## src/hw/rtl/lowest_free_id_allocator_assert.svh

```systemverilog
// assertion macros shared by the allocator rtl
// no dependencies; assertions drop out when SYNTH is defined
`ifndef LOWEST_FREE_ID_ALLOCATOR_ASSERT_SVH
`define LOWEST_FREE_ID_ALLOCATOR_ASSERT_SVH
`ifndef SYNTH
`define LFIA_ASSERT(lbl, clk, rst_n, cond, msg) \
    lbl: assert property (@(posedge clk) disable iff (!rst_n) (cond)) else $error(msg);
`define LFIA_ASSERT_IMP(lbl, clk, rst_n, ante, cons, msg) \
    lbl: assert property (@(posedge clk) disable iff (!rst_n) (ante) |-> (cons)) else $error(msg);
`define LFIA_ASSERT_NXT(lbl, clk, rst_n, ante, cons, msg) \
    lbl: assert property (@(posedge clk) disable iff (!rst_n) (ante) |=> (cons)) else $error(msg);
`else
`define LFIA_ASSERT(lbl, clk, rst_n, cond, msg)
`define LFIA_ASSERT_IMP(lbl, clk, rst_n, ante, cons, msg)
`define LFIA_ASSERT_NXT(lbl, clk, rst_n, ante, cons, msg)
`endif
`endif

```

## src/hw/rtl/lfia_pkg.sv

```systemverilog
// shared types and constants of the lowest free id allocator
// no dependencies
package lfia_pkg;

    localparam int unsigned MAX_IDS_DEF = 1024;

    localparam logic FUNC_ALLOC   = 1'b0;
    localparam logic FUNC_RECYCLE = 1'b1;

    typedef enum logic [3:0] {
        S_IDLE,
        S_RD_ROOT,
        S_RD_LAST,
        S_LD_VAL,
        S_RD_RIGHT,
        S_DN_STEP,
        S_UP_START,
        S_UP_STEP,
        S_WR_FINAL,
        S_EMIT
    } t_state;

    typedef enum logic [3:0] {
        OP_NONE,
        OP_ACCEPT,
        OP_RD_ROOT,
        OP_RD_LAST,
        OP_LD_VAL,
        OP_RD_RIGHT,
        OP_DN_STEP,
        OP_UP_START,
        OP_UP_STEP,
        OP_WR_FINAL,
        OP_EMIT
    } t_dp_op;

    typedef struct packed {
        logic heap_empty;
        logic hw_full;
        logic push_ok;
        logic one_left;
        logic dn_go;
        logic dn_more;
        logic up_go;
        logic up_more;
        logic pos_zero;
        logic out_full;
    } t_dp_stat;

endpackage

```

## src/hw/rtl/lfia_ctrl.sv

```systemverilog
// allocator controller: sequences accept, pop sift-down, push sift-up and emit
// depends on lfia_pkg and the assertion macro header
`include "lowest_free_id_allocator_assert.svh"

module lfia_ctrl (
    input  logic               i_clk,
    input  logic               i_rst_n,
    input  logic               i_s_valid,
    input  logic               i_func,
    input  logic               i_m_tready,
    input  lfia_pkg::t_dp_stat i_stat,
    output logic               o_s_ready,
    output lfia_pkg::t_dp_op   o_op
);
    import lfia_pkg::*;

    t_state r_state;
    t_state n_state;
    logic   r_result;
    logic   n_result;

    always_ff @(posedge i_clk) begin
        if (!i_rst_n) begin
            r_state  <= S_IDLE;
            r_result <= 1'b0;
        end else begin
            r_state  <= n_state;
            r_result <= n_result;
        end
    end

    always_comb begin
        n_state   = r_state;
        n_result  = r_result;
        o_s_ready = 1'b0;
        o_op      = OP_NONE;
        case (r_state)
            S_IDLE: begin
                o_s_ready = 1'b1;
                if (i_s_valid) begin
                    o_op = OP_ACCEPT;
                    if (i_func == FUNC_RECYCLE) begin
                        n_result = 1'b0;
                        if (i_stat.push_ok) begin
                            n_state = S_UP_START;
                        end
                    end else begin
                        n_result = 1'b1;
                        n_state  = i_stat.heap_empty ? S_EMIT : S_RD_ROOT;
                    end
                end
            end
            S_RD_ROOT: begin
                o_op    = OP_RD_ROOT;
                n_state = S_RD_LAST;
            end
            S_RD_LAST: begin
                o_op    = OP_RD_LAST;
                n_state = S_LD_VAL;
            end
            S_LD_VAL: begin
                o_op    = OP_LD_VAL;
                n_state = i_stat.one_left ? S_RD_RIGHT : S_WR_FINAL;
            end
            S_RD_RIGHT: begin
                o_op    = OP_RD_RIGHT;
                n_state = S_DN_STEP;
            end
            S_DN_STEP: begin
                o_op    = OP_DN_STEP;
                n_state = (i_stat.dn_go && i_stat.dn_more) ? S_RD_RIGHT : S_WR_FINAL;
            end
            S_UP_START: begin
                o_op    = OP_UP_START;
                n_state = i_stat.pos_zero ? S_WR_FINAL : S_UP_STEP;
            end
            S_UP_STEP: begin
                o_op    = OP_UP_STEP;
                n_state = (i_stat.up_go && i_stat.up_more) ? S_UP_STEP : S_WR_FINAL;
            end
            S_WR_FINAL: begin
                o_op    = OP_WR_FINAL;
                n_state = r_result ? S_EMIT : S_IDLE;
            end
            S_EMIT: begin
                if (!i_stat.out_full || i_m_tready) begin
                    o_op    = OP_EMIT;
                    n_state = S_IDLE;
                end
            end
            default: n_state = S_IDLE;
        endcase
    end

    `LFIA_ASSERT_NXT(a_push_start, i_clk, i_rst_n, r_state == S_IDLE && i_s_valid && i_func == FUNC_RECYCLE && i_stat.push_ok, r_state == S_UP_START, "push did not start sift-up")
    `LFIA_ASSERT_IMP(a_pop_result, i_clk, i_rst_n, r_state == S_RD_RIGHT || r_state == S_DN_STEP || r_state == S_EMIT, r_result, "allocate path without result")
    `LFIA_ASSERT_IMP(a_push_quiet, i_clk, i_rst_n, r_state == S_UP_START || r_state == S_UP_STEP, !r_result, "push path marked with result")

endmodule

```

## config.mk

```make
export PLATFORM = sky130hd
export DESIGN_NAME = lfia_ctrl
export DESIGN_NICKNAME = d
export VERILOG_FILES = /design/src/hw/rtl/lfia_pkg.sv /design/src/hw/rtl/lfia_ctrl.sv
export VERILOG_INCLUDE_DIRS = /design/src /design/src/hw/rtl
export SDC_FILE = /design/constraint.sdc
export NUM_CORES = 1
export LEC_CHECK = 0
export BUFFER_PORTS_ARGS = -buffer_cell sky130_fd_sc_hd__buf_2
export CORE_MARGIN = 2
export CORE_UTILIZATION = 29
export DETAILED_ROUTE_END_ITERATION = 16
export HOLD_SLACK_MARGIN = 0.08
export SYNTH_ARGS = -nofsm -noshare
export SYNTH_HDL_FRONTEND = slang
export SYNTH_SLANG_ARGS = --single-unit
```

## constraint.sdc

```tcl
create_clock -name i_clk -period 1.9 [get_ports i_clk]
set_input_delay 0.19 -clock i_clk [delete_from_list [all_inputs] [get_ports i_clk]]
set_output_delay 0.19 -clock i_clk [all_outputs]
set_load 0.005 [all_outputs]
```

**Yosys cells after proc, flatten, opt, wreduce, memory -nomap -nowiden**

Cells that the tools add are included.

- Muxes and demuxes: 16
- Equal/unequal tests: 12
- Reduce and logical (&&, ||, !) cells: 7

Operator list:

| kind | number |
|---|---|
| $pmux 4 s10 | 2 |
| $mux 4 | 11 |
| $eq 4x3->1 const B | 4 |
| $eq 4x2->1 const B | 2 |
| $eq 4x4->1 const B | 2 |
| $eq 4x1->1 const B | 1 |
| $logic_not 4->1 | 1 |
| $ne 2x2->1 const B | 2 |
| $mux 1 | 3 |
| $ne 3x3->1 const B | 1 |
| $reduce_and 3->1 | 1 |
| $logic_and 1x1->1 | 2 |
| $reduce_and 2->1 | 1 |
| $logic_not 1->1 | 1 |
| $logic_or 1x1->1 | 1 |

- Register bits: 5
- Output and inout bits: 5
- Bits of input ports: 15

**Depth between registers and ports, before layout**

- Word-level depth: 4
- Mapped depth: 6
- Gate-level depth less buffers: 4

**Worst setup path after synthesis**

No wires, ideal clock.

- Kind: flip-flop to flip-flop
- Start point: register r_state[1]
- End point: register r_state[3]
- Cell stages (with the launch flop): 7
- Path slack: 0.342 ns
- Period minus slack after synthesis: 1.558 ns
- Data arrival time: 1.439 ns
- Data required time: 1.781 ns
- Buffers on the path: 2
- Cell sequence: dfxtp_1 -> buf_6 -> or3_4 -> buf_6 -> a211oi_4 -> a21oi_1 -> o221a_1

- Longest elaborated chain between the ends: 3
- Elaborated cells on any way between the ends: 15
- Those cells by class: eq/ne (12); mux (1); reduce/logical (2)

RTL lines:

| item | RTL line | text |
|---|---|---|
| from (decl) | lfia_ctrl.sv:17 | `t_state r_state;` |
| from (signal assigned) | lfia_ctrl.sv:27 | `r_state <= n_state;` |
| $eq 4x4->1 / $logic_not 4->1 (equally long branches) | lfia_ctrl.sv:37 | `case (r_state)` |
| $ne 2x2->1 (no line) / $ne 3x3->1 (equally long branches) | n/a |  |
| $reduce_and 3->1 (no line) | n/a |  |

Several ways; a longest one is shown, not always the timed one.
A chain may end at the register's enable or synchronous reset.

**Final worst setup path**

- Start point: register r_state[2]
- End point: output port o_op[0]

- Longest elaborated chain between the ends: 2
- Elaborated cells on any way between the ends: 11
- Those cells by class: eq/ne (9); mux (1); reduce/logical (1)

RTL lines:

| item | RTL line | text |
|---|---|---|
| $eq 4x4->1 (tied with other cells) | lfia_ctrl.sv:37 |  |
| $pmux 4 s10 (*) | lfia_ctrl.sv:37 |  |
| to (decl) | lfia_ctrl.sv:13 | `output lfia_pkg::t_dp_op o_op` |

Every way passes the cells marked *; elsewhere a longest branch is shown, timed or not.

==> summary.md <==
| Metric | Value |
|---|---|
| Status | `finished clean` |
| # port buffers | `18` |
| Mean Syn Cell Area | `7.096 sq um` |
| YS warnings | `0` |
| Final setup vio count | `0` |
| Crit-path slowest cell | `dfxtp_1` |
| Final WL | `1183 microns` |
| Clk pin slew, worst setup/hold paths | `40 ps` |
| First drt pass iteration count | `6` |
| Chip Height | `45.39 microns` |
| Crit-path max cell delay | `520 ps` |
| Final hold viol count | `0` |
| Max_cap viols | `0` |
| Rows | `14` |
| Combinational power share | `62.2%` |
| Worst EP required | `1710 ps` |
| Predominant post-synthesis flop cell | `dfxtp_1` |
| Hold-fix buffers, CTS | `0` |
| Clk pwr share | `13.2%` |
| Gpl congestion | `0.7468` |
| Setup TNS | `0 ps` |
| Total GRT Usage | `12.47%` |
| Area of the die | `2060 sq um` |
| Max VDD drop | `0.6319 mV` |
| Starting Density | `31.86%` |
| Largest net degree at the start of global routing | `16` |
| Kind of start point of the critical path | `flop` |
| Multi-input logic area | `339.1 sq um` |
| GRT overflow | `0` |
| Synth Cell Area | `496.7 sq um` |
| Cells after Synth | `70` |
| Critical path arrival | `1450 ps` |
| Area growth from synthesis to layout | `22.67%` |
| Initial antenna violation count | `0` |
| Yosys reg bits | `5` |
| Slew Viols, Final | `0` |
| Top cell type's share of synthesized area | `20.15%` |
| Post-CTS sizing | `0` |
| # diodes | `0` |
| Final #Nets | `104` |
| Post-CTS setup repair buffer count | `0` |
| Ports | `20` |
| CTS Buf Count | `3` |
| DR WL/cell | `11.38 microns` |
| CP Buf/Inv Count | `2` |
| Share of flip-flops with an asynchronous set or reset | `0%` |
| Fmax | `609.9 MHz` |
| Synth unique cells | `35` |
| Yosys top cell by area | `dfxtp_1` |
| Sequential area share after synthesis | `20.15%` |
| Minimum clock period | `1640 ps` |
| Ranking of synthesized cells by area | `dfxtp_1, nand2_1, buf_6` |
| Setup crit end kind | `output pin` |
| Register area | `100.1 sq um` |
| H-tree Lvls | `1` |
| CTS tree | `done` |
| Detail Placement HPWL | `903.6 microns` |
| Leak pwr | `0.2585 nW` |
| Starting DRT DRC Count | `6` |
| Flop pwr share | `24.6%` |
| Post-route ant nets | `0` |
| Switch Pwr | `0.4204 mW` |
| Top delay family on crit path | `flip-flops` |
| Internal power | `0.5001 mW` |
| Clock skew | `1.826 ps` |
| HP Class | `primary input to flop` |
| Final Cycle Share | `86.30%` |
| Placed Instance Area | `583.1 sq um` |
| Via count | `548` |
| Sink Count | `5` |
| Slew Limit Headroom | `70.03%` |
| Clk buf depth | `2` |
| Crit-path max FO | `11` |
| Via-to-Cell Ratio | `5.269` |
| Final instance area | `609.3 sq um` |
| Vias in the first global route | `477` |
| CTS Root Cell | `clkbuf_4` |
| Slew @ Worst Pin | `448.9 ps` |
| Clock latency on the worst-skew pair | `240 ps` |
| # DRC | `0` |
| Setup CP Type | `flop to output pin` |
| Cell Chain, Critical Path | `nor2_1, inv_1, nor3_1, a211oi_1, buf_2` |
| Syn Nets | `85` |
| RSZ-0062 raised after global routing | `false` |
| Layout cells sized above 1 | `29.55%` |
| Sw Share | `45.67%` |
| Core Footprint | `1559 sq um` |
| Power Dens Cells | `1511 nW/um^2` |
| Die X | `45.39 microns` |
| Global-route wire length before repair | `1932 microns` |
| Filler cells | `169` |
| Post-synth EDFFs | `0` |
==> flip-flops by register name, indices dropped and copies added (netlist names) <==
| name | cells |
|---|---|
| r_state | 4 |
| r_result | 1 |
==> worst paths after layout <==
check	startpoint	end	slack (ps)	cells after the start
min reg2reg	r_result	r_result	570	2
min	i_rst_n	r_state[3]	210	2
max reg2reg	r_state[1]	r_state[3]	340	4
max	r_state[2]	o_op[0]	260	5
==> logic make-up (layout without fill, tap and decap cells) <==
kind of cell | count (synthesis) | count (layout) | synth area share [%]
buf+inv | 11 | 29 | 11.59
simple gates | 31 | 31 | 31.99
xor+xnor | 2 | 2 | 3.527
compound gates | 21 | 21 | 32.75
flops | 5 | 5 | 20.15
==> layout by cell type (no fill, tap or decap), types with 2 or more instances in the layout <==
master    count
a211oi_1      2
a21oi_1       2
a31oi_1       2
buf_2        18
buf_4         2
clkbuf_4      3
dfxtp_1       5
inv_1         5
nand2_1       7
nand2b_1      3
nand3_1       3
nor2_1        6
nor2b_1       2
nor3_1        4
o21ai_0       2
o22ai_1       3
==> power groups by stage <==
stage	Sequential, mW	Clock [mW]	Combinational (mW)
floorplan	0.167	0	0.526
global placement	0.226	0	0.571
detailed placement	0.224	0	0.572
CTS	0.225	0.127	0.574
global route	0.236	0.133	0.634
finish	0.226	0.122	0.573
==> synthesized netlist by cell type, types with 2 or more instances <==
cell,count
nand2_1,7
nor2_1,6
dfxtp_1,5
inv_1,5
nor3_1,4
nand2b_1,3
nand3_1,3
o22ai_1,3
a211oi_1,2
a21oi_1,2
a31oi_1,2
buf_6,2
clkbuf_1,2
nor2b_1,2
o21ai_0,2
==> worst reg2reg max path, cell delays in order, from the launching register on <==
cell      delay (ps)
dfxtp_1          400
or3_4            480
a211oi_4         250
a21oi_1           60
o221a_1          250
==> layer usage <==
layer	vias to the layer above	track usage (%)	share of wire (%)
met4	0	3.529	0
met1	244	17.59	47
met3	0	2.381	4.4
met5	-	0	0
li1	288	-	-
met2	16	19.15	48
==> through the flow <==
stage | power, mW | hold WS (ps) | setup slack (ps) | instances | utilization (%)
2_1_floorplan | 0.6930 | 299.6 | 342.1 | 70 | -
3_3_place_gp | 0.7976 | 454.1 | 359.8 | 100 | 37.40
3_5_place_dp | 0.7962 | 464.4 | 353.6 | 100 | 37.40
4_1_cts | 0.9271 | 203.1 | 237.2 | 104 | 39.09
5_1_grt | 1.003 | 206.1 | 127.7 | 104 | 39.09
6_report | 0.9205 | 211.3 | 260.3 | 104 | 39.09
==> final cells by class <==
type	instances	area share [%]
well taps	16	3.285
clock buffers	4	4.312
flip-flops and latches	5	16.43
repair buffers	20	17.25
inverters	5	3.080
multi-input cells	54	55.65
Power figures use the tool's default switching activity.
